--- src/hdl/hsd_pkg.sv ---
// ============================================================================
// hsd_pkg
// Shared types and constants of the Hangul syllable decomposer: the job
// record passed from the front to the back, and the Unicode constants.
// ============================================================================
package hsd_pkg;

    // Precomposed syllable block and jamo bases
    localparam logic [15:0] SYL_BASE    = 16'hAC00;
    localparam logic [15:0] SYL_LAST    = 16'hD7A3;
    localparam logic [15:0] LEAD_BASE   = 16'h1100;
    localparam logic [15:0] VOWEL_BASE  = 16'h1161;
    localparam logic [15:0] TRAIL_BASE  = 16'h11A7;
    localparam logic [4:0]  VOWEL_COUNT = 5'd21;
    localparam logic [4:0]  TRAIL_COUNT = 5'd28;

    // UTF-8 marks
    localparam logic [7:0] CONT_MASK = 8'h3F;
    localparam logic [7:0] JAMO_HEAD = 8'hE0;
    localparam logic [7:0] CONT_HEAD = 8'h80;

    // Reciprocals for the constant divisions of the syllable index (< 11172):
    // index / 588 = (index * 14267) >> 23, index / 28 = (index * 18725) >> 19
    localparam logic [13:0] LEAD_RECIP  = 14'd14267;
    localparam int          LEAD_SHIFT  = 23;
    localparam logic [14:0] TRAIL_RECIP = 15'd18725;
    localparam int          TRAIL_SHIFT = 19;

    // Longest result of one character: three jamo of three bytes
    localparam int MAX_OUT = 9;

    // Job queue between front and back
    localparam int QUEUE_DEPTH = 4;
    localparam int QPTR_W      = $clog2(QUEUE_DEPTH);

    // One finished character or one error, ready for expansion
    typedef struct packed {
        logic            err;    // error result
        logic            syl;    // Hangul syllable to split
        logic [2:0]      len;    // byte count of the character
        logic [3:0][7:0] bytes;  // original bytes, first in [0]
        logic [13:0]     sidx;   // syllable index (code point - SYL_BASE)
        logic [4:0]      lead;   // sidx / 588
        logic [8:0]      q28;    // sidx / 28
    } job_t;

endpackage

--- src/hdl/hsd_front.sv ---
// ============================================================================
// hsd_front
// Byte intake: assembles UTF-8 characters from lead and continuation bytes,
// flags errors, classifies syllables and registers one job per character.
// ============================================================================
module hsd_front (
    input  logic          clk,
    input  logic          rst_n,
    input  logic          in_valid,
    output logic          in_ready,
    input  logic [7:0]    in_byte,
    input  logic          in_eot,
    input  logic          enable,
    output logic          job_valid,
    input  logic          job_ready,
    output hsd_pkg::job_t job
);
    import hsd_pkg::*;

    logic [7:0]  pend_reg [3];
    logic [7:0]  pend_next [3];
    logic [2:0]  expected_reg, expected_next;
    logic [1:0]  held_reg, held_next;
    logic        discard_reg, discard_next;
    logic        s1_valid_reg;
    job_t        s1_job_reg;

    logic        accept;
    logic [2:0]  lead_len;
    logic [2:0]  char_len;
    logic [7:0]  chr [4];
    logic [20:0] cp;
    logic [15:0] sdiff;
    logic        emit;
    logic        emit_err;
    job_t        job_new;
    logic [27:0] lead_prod;
    logic [28:0] q28_prod;

    assign accept   = in_valid && in_ready;
    assign in_ready = !s1_valid_reg || job_ready;

    // Classify lead byte by its length; zero marks a bad lead byte
    always_comb
    begin
        if (!in_byte[7])
            lead_len = 3'd1;
        else if (in_byte[7:5] == 3'b110)
            lead_len = 3'd2;
        else if (in_byte[7:4] == 4'b1110)
            lead_len = 3'd3;
        else if (in_byte[7:3] == 5'b11110)
            lead_len = 3'd4;
        else
            lead_len = 3'd0;
    end

    // Gather the character as it would complete on this byte
    always_comb
    begin
        char_len = (held_reg == 2'd0) ? 3'd1 : 3'({1'b0, held_reg} + 3'd1);
        for (int i = 0; i < 3; i++)
        begin
            if (3'(i) == char_len - 3'd1)
                chr[i] = in_byte;
            else
                chr[i] = pend_reg[i];
        end
        chr[3] = (char_len == 3'd4) ? in_byte : 8'h00;
        case (char_len)
            3'd1:    cp = {13'd0, chr[0]};
            3'd2:    cp = {10'd0, chr[0][4:0], chr[1][5:0]};
            3'd3:    cp = {5'd0, chr[0][3:0], chr[1][5:0], chr[2][5:0]};
            default: cp = {chr[0][2:0], chr[1][5:0], chr[2][5:0], chr[3][5:0]};
        endcase
        sdiff = cp[15:0] - SYL_BASE;
    end

    // Advance the assembly state on each accepted beat
    always_comb
    begin
        pend_next     = pend_reg;
        expected_next = expected_reg;
        held_next     = held_reg;
        discard_next  = discard_reg;
        emit          = 1'b0;
        emit_err      = 1'b0;
        if (accept)
        begin
            if (discard_reg)
            begin
                if (in_eot)
                begin
                    discard_next  = 1'b0;
                    expected_next = 3'd0;
                    held_next     = 2'd0;
                end
            end
            else if (held_reg == 2'd0)
            begin
                if (lead_len == 3'd0)
                begin
                    emit         = 1'b1;
                    emit_err     = 1'b1;
                    discard_next = !in_eot;
                end
                else if (lead_len == 3'd1)
                begin
                    emit = 1'b1;
                end
                else if (in_eot)
                begin
                    emit     = 1'b1;
                    emit_err = 1'b1;
                end
                else
                begin
                    pend_next[0]  = in_byte;
                    expected_next = lead_len;
                    held_next     = 2'd1;
                end
            end
            else if (char_len >= expected_reg)
            begin
                emit          = 1'b1;
                expected_next = 3'd0;
                held_next     = 2'd0;
            end
            else if (in_eot)
            begin
                emit          = 1'b1;
                emit_err      = 1'b1;
                expected_next = 3'd0;
                held_next     = 2'd0;
            end
            else
            begin
                pend_next[held_reg] = in_byte;
                held_next           = held_reg + 2'd1;
            end
        end
    end

    // Build the job record for a finished character or an error
    always_comb
    begin
        job_new       = '0;
        job_new.err   = emit_err;
        job_new.len   = char_len;
        job_new.syl   = !emit_err && enable &&
                        (cp >= 21'(SYL_BASE)) && (cp <= 21'(SYL_LAST));
        job_new.sidx  = sdiff[13:0];
        for (int i = 0; i < 4; i++)
        begin
            job_new.bytes[i] = chr[i];
        end
    end

    // Hold state and the registered job
    always_ff @(posedge clk or negedge rst_n)
    begin
        if (!rst_n)
        begin
            expected_reg <= 3'd0;
            held_reg     <= 2'd0;
            discard_reg  <= 1'b0;
            s1_valid_reg <= 1'b0;
        end
        else
        begin
            expected_reg <= expected_next;
            held_reg     <= held_next;
            discard_reg  <= discard_next;
            if (accept && emit)
                s1_valid_reg <= 1'b1;
            else if (job_ready)
                s1_valid_reg <= 1'b0;
        end
    end

    always_ff @(posedge clk)
    begin
        pend_reg <= pend_next;
        if (accept && emit)
            s1_job_reg <= job_new;
    end

    // Divide the syllable index by 588 and by 28 through reciprocals
    assign lead_prod = 28'(s1_job_reg.sidx) * 28'(LEAD_RECIP);
    assign q28_prod  = 29'(s1_job_reg.sidx) * 29'(TRAIL_RECIP);

    always_comb
    begin
        job      = s1_job_reg;
        job.lead = 5'(lead_prod >> LEAD_SHIFT);
        job.q28  = 9'(q28_prod >> TRAIL_SHIFT);
    end

    assign job_valid = s1_valid_reg;

endmodule

--- src/hdl/hsd_queue.sv ---
// ============================================================================
// hsd_queue
// Short job queue that decouples character intake from byte output.
// ============================================================================
module hsd_queue (
    input  logic          clk,
    input  logic          rst_n,
    input  logic          in_valid,
    output logic          in_ready,
    input  hsd_pkg::job_t in_job,
    output logic          out_valid,
    input  logic          out_ready,
    output hsd_pkg::job_t out_job
);
    import hsd_pkg::*;

    job_t              entry_reg [QUEUE_DEPTH];
    logic [QPTR_W-1:0] wr_ptr_reg;
    logic [QPTR_W-1:0] rd_ptr_reg;
    logic [QPTR_W:0]   count_reg;
    logic              push;
    logic              pop;

    assign in_ready  = (count_reg != (QPTR_W + 1)'(QUEUE_DEPTH));
    assign out_valid = (count_reg != '0);
    assign push      = in_valid && in_ready;
    assign pop       = out_valid && out_ready;
    assign out_job   = entry_reg[rd_ptr_reg];

    // Move pointers and fill level
    always_ff @(posedge clk or negedge rst_n)
    begin
        if (!rst_n)
        begin
            wr_ptr_reg <= '0;
            rd_ptr_reg <= '0;
            count_reg  <= '0;
        end
        else
        begin
            if (push)
                wr_ptr_reg <= wr_ptr_reg + 1'b1;
            if (pop)
                rd_ptr_reg <= rd_ptr_reg + 1'b1;
            if (push && !pop)
                count_reg <= count_reg + 1'b1;
            else if (pop && !push)
                count_reg <= count_reg - 1'b1;
        end
    end

    // Store the pushed job
    always_ff @(posedge clk)
    begin
        if (push)
            entry_reg[wr_ptr_reg] <= in_job;
    end

endmodule

--- src/hdl/hsd_back.sv ---
// ============================================================================
// hsd_back
// Byte output: expands one job into its result bytes (original bytes, jamo
// triples or one error beat) and drives them through an output register.
// ============================================================================
module hsd_back (
    input  logic          clk,
    input  logic          rst_n,
    input  logic          job_valid,
    output logic          job_ready,
    input  hsd_pkg::job_t job,
    output logic          out_valid,
    input  logic          out_ready,
    output logic [7:0]    out_byte,
    output logic          out_last,
    output logic          out_err
);
    import hsd_pkg::*;

    logic [MAX_OUT-1:0][7:0] obuf_reg, obuf_next, obuf_load;
    logic [3:0]              rem_reg, rem_next, rem_load;
    logic                    err_reg, err_next;
    logic                    ovalid_reg;
    logic [7:0]              obyte_reg;
    logic                    olast_reg;
    logic                    oerr_reg;

    logic        out_adv;
    logic        active;
    logic        pop;
    logic [8:0]  lead_x21;
    logic [13:0] q28_x28;
    logic [4:0]  vowel;
    logic [4:0]  trail;
    logic [2:0][7:0] jl, jv, jt;

    function automatic logic [2:0][7:0] jamo_bytes(input logic [15:0] cp);
        logic [2:0][7:0] b;
        b[0] = JAMO_HEAD | {4'd0, cp[15:12]};
        b[1] = CONT_HEAD | ({2'd0, cp[11:6]} & CONT_MASK);
        b[2] = CONT_HEAD | ({2'd0, cp[5:0]} & CONT_MASK);
        return b;
    endfunction

    assign out_adv   = !ovalid_reg || out_ready;
    assign active    = (rem_reg != 4'd0);
    assign pop       = job_valid && (!active || (out_adv && rem_reg == 4'd1));
    assign job_ready = pop;

    // Split the syllable and lay out the bytes of the incoming job
    always_comb
    begin
        lead_x21 = 9'(job.lead) * 9'(VOWEL_COUNT);
        q28_x28  = 14'(job.q28) * 14'(TRAIL_COUNT);
        vowel    = 5'(job.q28 - lead_x21);
        trail    = 5'(job.sidx - q28_x28);
        jl       = jamo_bytes(LEAD_BASE + 16'(job.lead));
        jv       = jamo_bytes(VOWEL_BASE + 16'(vowel));
        jt       = jamo_bytes(TRAIL_BASE + 16'(trail));
        obuf_load = '0;
        if (job.err)
        begin
            rem_load = 4'd1;
        end
        else if (job.syl)
        begin
            for (int i = 0; i < 3; i++)
            begin
                obuf_load[i]     = jl[i];
                obuf_load[i + 3] = jv[i];
                obuf_load[i + 6] = jt[i];
            end
            rem_load = (trail != 5'd0) ? 4'd9 : 4'd6;
        end
        else
        begin
            for (int i = 0; i < 4; i++)
            begin
                obuf_load[i] = job.bytes[i];
            end
            rem_load = 4'(job.len);
        end
    end

    // Shift out one byte per beat; load the next job as the last one leaves
    always_comb
    begin
        obuf_next = obuf_reg;
        rem_next  = rem_reg;
        err_next  = err_reg;
        if (active && out_adv)
        begin
            for (int i = 0; i < MAX_OUT - 1; i++)
            begin
                obuf_next[i] = obuf_reg[i + 1];
            end
            obuf_next[MAX_OUT-1] = 8'h00;
            rem_next = rem_reg - 4'd1;
        end
        if (pop)
        begin
            obuf_next = obuf_load;
            rem_next  = rem_load;
            err_next  = job.err;
        end
    end

    always_ff @(posedge clk or negedge rst_n)
    begin
        if (!rst_n)
        begin
            rem_reg    <= 4'd0;
            ovalid_reg <= 1'b0;
        end
        else
        begin
            rem_reg <= rem_next;
            if (out_adv)
                ovalid_reg <= active;
        end
    end

    // Hold payload of the job and the output beat
    always_ff @(posedge clk)
    begin
        obuf_reg <= obuf_next;
        err_reg  <= err_next;
        if (out_adv && active)
        begin
            obyte_reg <= err_reg ? 8'h00 : obuf_reg[0];
            olast_reg <= (rem_reg == 4'd1);
            oerr_reg  <= err_reg;
        end
    end

    assign out_valid = ovalid_reg;
    assign out_byte  = obyte_reg;
    assign out_last  = olast_reg;
    assign out_err   = oerr_reg;

endmodule

--- src/hdl/hangul_syllable_decomposer.sv ---
// ============================================================================
// hangul_syllable_decomposer
// UTF-8 byte stream in, UTF-8 byte stream out, with precomposed Hangul
// syllables split into leading, vowel and optional trailing jamo.
// ============================================================================
// One input byte is taken per cycle while the job queue has room; output
// runs at one byte per cycle while m_axis_tready is high, through the back's
// output register, so the output port sets the pace. Plain text passes one
// byte out for each byte in; a three-byte syllable that splits gives six or
// nine bytes. The first byte of a character passes from the beat that
// completes it through the front register, the queue, the expansion
// register and the output register. A bad lead byte, or end of text in the
// middle of a character, gives one beat with tuser set and tdata zero;
// after a bad lead byte input is dropped up to the beat marked tlast.
// decompose_enable resets to 1; the user must write it only while the block
// is idle, as the block itself does not enforce this.
module hangul_syllable_decomposer (
    input  logic       clk,
    input  logic       rst_n,
    // Configuration write channel
    input  logic       cfg_valid,
    output logic       cfg_ready,
    input  logic       cfg_data,       // decompose_enable
    // Input stream
    input  logic       s_axis_tvalid,
    output logic       s_axis_tready,
    input  logic [7:0] s_axis_tdata,   // [7:0] in_byte
    input  logic       s_axis_tlast,   // end_of_text
    // Output stream
    output logic       m_axis_tvalid,
    input  logic       m_axis_tready,
    output logic [7:0] m_axis_tdata,   // [7:0] out_byte
    output logic       m_axis_tlast,   // last
    output logic       m_axis_tuser    // [0] error
);
    import hsd_pkg::*;

    logic decompose_enable_reg;
    logic fq_valid, fq_ready;
    logic qb_valid, qb_ready;
    job_t fq_job, qb_job;

    // Hold the configuration register
    assign cfg_ready = 1'b1;

    always_ff @(posedge clk or negedge rst_n)
    begin
        if (!rst_n)
            decompose_enable_reg <= 1'b1;
        else if (cfg_valid && cfg_ready)
            decompose_enable_reg <= cfg_data;
    end

    hsd_front u_front (
        .clk       (clk),
        .rst_n     (rst_n),
        .in_valid  (s_axis_tvalid),
        .in_ready  (s_axis_tready),
        .in_byte   (s_axis_tdata),
        .in_eot    (s_axis_tlast),
        .enable    (decompose_enable_reg),
        .job_valid (fq_valid),
        .job_ready (fq_ready),
        .job       (fq_job)
    );

    hsd_queue u_queue (
        .clk       (clk),
        .rst_n     (rst_n),
        .in_valid  (fq_valid),
        .in_ready  (fq_ready),
        .in_job    (fq_job),
        .out_valid (qb_valid),
        .out_ready (qb_ready),
        .out_job   (qb_job)
    );

    hsd_back u_back (
        .clk       (clk),
        .rst_n     (rst_n),
        .job_valid (qb_valid),
        .job_ready (qb_ready),
        .job       (qb_job),
        .out_valid (m_axis_tvalid),
        .out_ready (m_axis_tready),
        .out_byte  (m_axis_tdata),
        .out_last  (m_axis_tlast),
        .out_err   (m_axis_tuser)
    );

endmodule

--- config.mk ---
export PLATFORM = sky130hd
export DESIGN_NAME = hangul_syllable_decomposer
export DESIGN_NICKNAME = d
export VERILOG_FILES = /design/src/hdl/hsd_pkg.sv /design/src/hdl/hsd_front.sv /design/src/hdl/hsd_queue.sv /design/src/hdl/hsd_back.sv /design/src/hdl/hangul_syllable_decomposer.sv
export SDC_FILE = /design/constraint.sdc
export NUM_CORES = 1
export LEC_CHECK = 0
export ABC_AREA = 1
export BUFFER_PORTS_ARGS = -buffer_cell sky130_fd_sc_hd__buf_2
export CAP_MARGIN = 25
export CORE_MARGIN = 2
export CORE_UTILIZATION = 35
export DETAILED_ROUTE_END_ITERATION = 8
export GPL_TIMING_DRIVEN = 0
export PLACE_DENSITY = 0.45
export SLEW_MARGIN = 20
export SYNTH_ARGS = -nofsm -noshare
export SYNTH_HDL_FRONTEND = slang
export SYNTH_SLANG_ARGS = --single-unit
--- constraint.sdc ---
create_clock -name clk -period 10.35 [get_ports clk]
set_input_delay 0.5175 -clock clk [delete_from_list [all_inputs] [get_ports clk]]
set_output_delay 0.5175 -clock clk [all_outputs]
set_load 0.02 [all_outputs]
==> run_results.csv <==
group,metric,value,unit
outcome,status,"finished, final reports clean",
yosys,syn-cell-area,22900,um2
yosys,synth_cell_types,54,
placement,post_dp_cell_area,24500,um2
yosys,ys_top_cells_by_area,"edfxtp_1 48%, ha_1 12%, fa_1 11%, nand2_1 7.0%, inv_1 5.2%",
yosys,ys_seq_area_frac,0.499,
clock_tree,clk_path_buf_depth,3,
drt,drc,0,
clock_tree,cts_hold_buf,1,
critical_path,crit_family,"adder cells",
clock_tree,cts_tree,"done",
finish,fin_nets,2542,
finish,area_growth_syn_to_layout,12.9,%
finish,drive_gt1_frac,0.0751,
critical_path,crit_top_cell,"fa_1",
timing,fin_crit_sh,0.602,
drt,drtAntennaViolNets,0,
critical_path,cp.depth,15,
finish,diodes,0,
drt,wl_per_cell,18.9,um
floorplan,start_util,0.354,
timing,slew_viol_final,0,
critical_path,reg2reg_depth,15,
finish,seq_area,11400,um2
finish,fin_util,0.400,
yosys,yosys_warnings,0,
timing,setup_viol,0,
finish,mostFrequentLayoutCell,"nand2_1",
timing,finalSetupTns,0,ns
floorplan,io_pins,28,
drt,drt_iter0_markers,997,
flow_run,drv_cap,0,
floorplan,fp.dieH,260,um
finish,final_cell_mix,"428 x nand2_1, 363 x edfxtp_1, 313 x inv_1",
drt,viasPerCell,4.82,
clock_tree,cts_setup_buffers,0,
clock_tree,cts_buffers,42,
yosys,synth_edf_count,363,
grt,grt_pass1_vias,15200,
critical_path,max_stage_delay,0.73,ns
yosys,syn-num-nets,2453,
min_path,whs_path_depth,2,
finish,fillers,6293,
critical_path,worst-path-buf-inv,2,
finish,final_area,25800,um2
timing,skew,0.0232,ns
clock_tree,cts-root-buf,"clkbuf_16",
yosys,synth_ff_type,"edfxtp_1",
critical_path,crit_path_start_kind,"flip-flop",
floorplan,die_x,260,um
yosys,synth_cells,2103,
critical_path,cp_slowest_cell,"edfxtp_1",
timing,rsz0062_at_grt,"no",
critical_path,path_max_fanout,9,
grt,gr-total-overflow,0,
clock_tree,h-tree-depth,2,
yosys,synth-seq-cells,383,
critical_path,crit_chain,"inv_1 -> fa_1 -> inv_1 -> fa_1 -> fa_1 -> fa_1 -> fa_1 -> ha_1 -> ha_1 -> a21o_1 -> a31oi_1 -> o21ai_0 -> a21oi_1 -> o21ai_0 -> xor2_1",
timing,maxSlewHeadroom,0.287,
yosys,postSynth.asyncResetShare,0.0522,
drt,finalWirelength,58200,um
min_path,worstHoldPathType,"primary input to flip-flop",
clock_tree,clk_latency,0.57,ns
finish,largest_reg_flops,208,
timing,worst_slew_pin_slew,1.06,ns
grt,grt_pass1_wl,91600,um
floorplan,dieArea,67400,um2
floorplan,std_cell_rows,93,
placement,dpl.hpwl,44700,um
critical_path,crit_required,10.62,ns
drt,via_count,14800,
yosys,synth.top_cell.area_share,0.477,
clock_tree,clk_pin_slew,0.06,ns
grt,grt_start_max_net_pins,52,
timing,period_needed,6.23,ns
yosys,yosysTopAreaCell,"edfxtp_1",
clock_tree,cts_sinks,383,
grt,antenna_found_initial,1,
timing,hold_viol,0,
finish,multi_input_area,10100,um2
critical_path,critical_path.endpoint_type,"flip-flop",
timing,fmax,0.160,GHz
floorplan,core_area,64600,um2
critical_path,worstPathArrival,6.50,ns
placement,portBuffers,26,
grt,grt_usage,0.180,
drt,drtPass1Iterations,5,
clock_tree,cts-resized-gates,0,
critical_path,worstSetupPathType,"flip-flop to flip-flop",
yosys,syn_area_per_cell,10.9,um2
placement,place_congestion,0.836,
-- metal layers --
layer  routed length (um)  global-route usage  vias up
li1                     -                   -     7301
met1                28800               0.267     7199
met2                26000               0.275      270
met3                 2420              0.0278       66
met4                 1020              0.0425        0
met5                    0                   0        -
-- cell families (layout without fill, tap and decap cells) --
logic type               count (synthesis)  count (layout)  synth area share
other                                    1               1          0.000164
XOR/XNOR                                35              35            0.0137
buffers and inverters                  375             495            0.0639
adder cells (fa/ha/maj)                335             335             0.224
AND/OR/NAND/NOR                        677             677             0.121
AO/OA/AOI/OAI                          297             297            0.0791
flip-flops                             383             383             0.499
-- Yosys cell counts, types with 5 or more instances --
| cell | n |
|---|---|
| o31ai_1 | 5 |
| buf_2 | 24 |
| nand2_2 | 7 |
| ha_1 | 211 |
| a32o_1 | 23 |
| nand4_1 | 15 |
| xor2_1 | 24 |
| a21oi_1 | 102 |
| nand2_1 | 428 |
| edfxtp_1 | 363 |
| inv_1 | 314 |
| inv_2 | 7 |
| a21o_1 | 6 |
| o221ai_1 | 13 |
| xnor2_1 | 10 |
| nor4_1 | 5 |
| nand3_1 | 62 |
| o21ai_1 | 7 |
| o211ai_1 | 5 |
| o21ai_0 | 94 |
| nor3_1 | 11 |
| a22o_1 | 12 |
| a31oi_1 | 5 |
| o22ai_1 | 6 |
| dfrtp_1 | 19 |
| or2_2 | 5 |
| clkbuf_1 | 20 |
| fa_1 | 124 |
| nor2_1 | 134 |
-- worst paths after layout --
kind / start / endpoint / slack [ns]
max: u_front.job[20] / u_queue.entry_reg[1][13] / 4.12
min: cfg_valid / decompose_enable_reg / 0.13
max reg2reg: u_front.job[20] / u_queue.entry_reg[1][13] / 4.12
min reg2reg: u_back.err_reg / u_back.out_err / 0.45
max in group asynchronous: rst_n / u_front.expected_reg[2] / 9.34
min in group asynchronous: rst_n / u_queue.count_reg[0] / 0.54
-- final cells by class --
type	instances	share of cell area
plain buffers	53	0.00974
clock buffers	53	0.0431
clock inverters	22	0.00829
inverters	322	0.0469
multi-input cells	1345	0.390
flip-flops and latches	383	0.442
well taps	855	0.0415
repair buffers	45	0.0188
-- worst register-to-register path, cell delays in order, from the launching register on --
cell and delay, ns:
edfxtp_1 0.73, inv_1 0.41, fa_1 0.63, inv_1 0.05, fa_1 0.50, fa_1 0.59
fa_1 0.54, fa_1 0.49, ha_1 0.34, ha_1 0.36, a21o_1 0.23, a31oi_1 0.19
o21ai_0 0.13, a21oi_1 0.14, o21ai_0 0.11, xor2_1 0.51
-- per-stage QoR --
stage                     setup WS (ns)  hold WS, ns  std cells
after detailed placement           4.01        0.433       3002
after global placement             3.10        0.437       2984
final                              4.12        0.135       3078
after global routing               3.65        0.119       3078
after CTS                          3.98       0.0972       3078
after floorplan                    4.81        0.222       2103
Power is not shown: default switching activity piles up to over one toggle a cycle in this logic, so the estimate is an artifact.
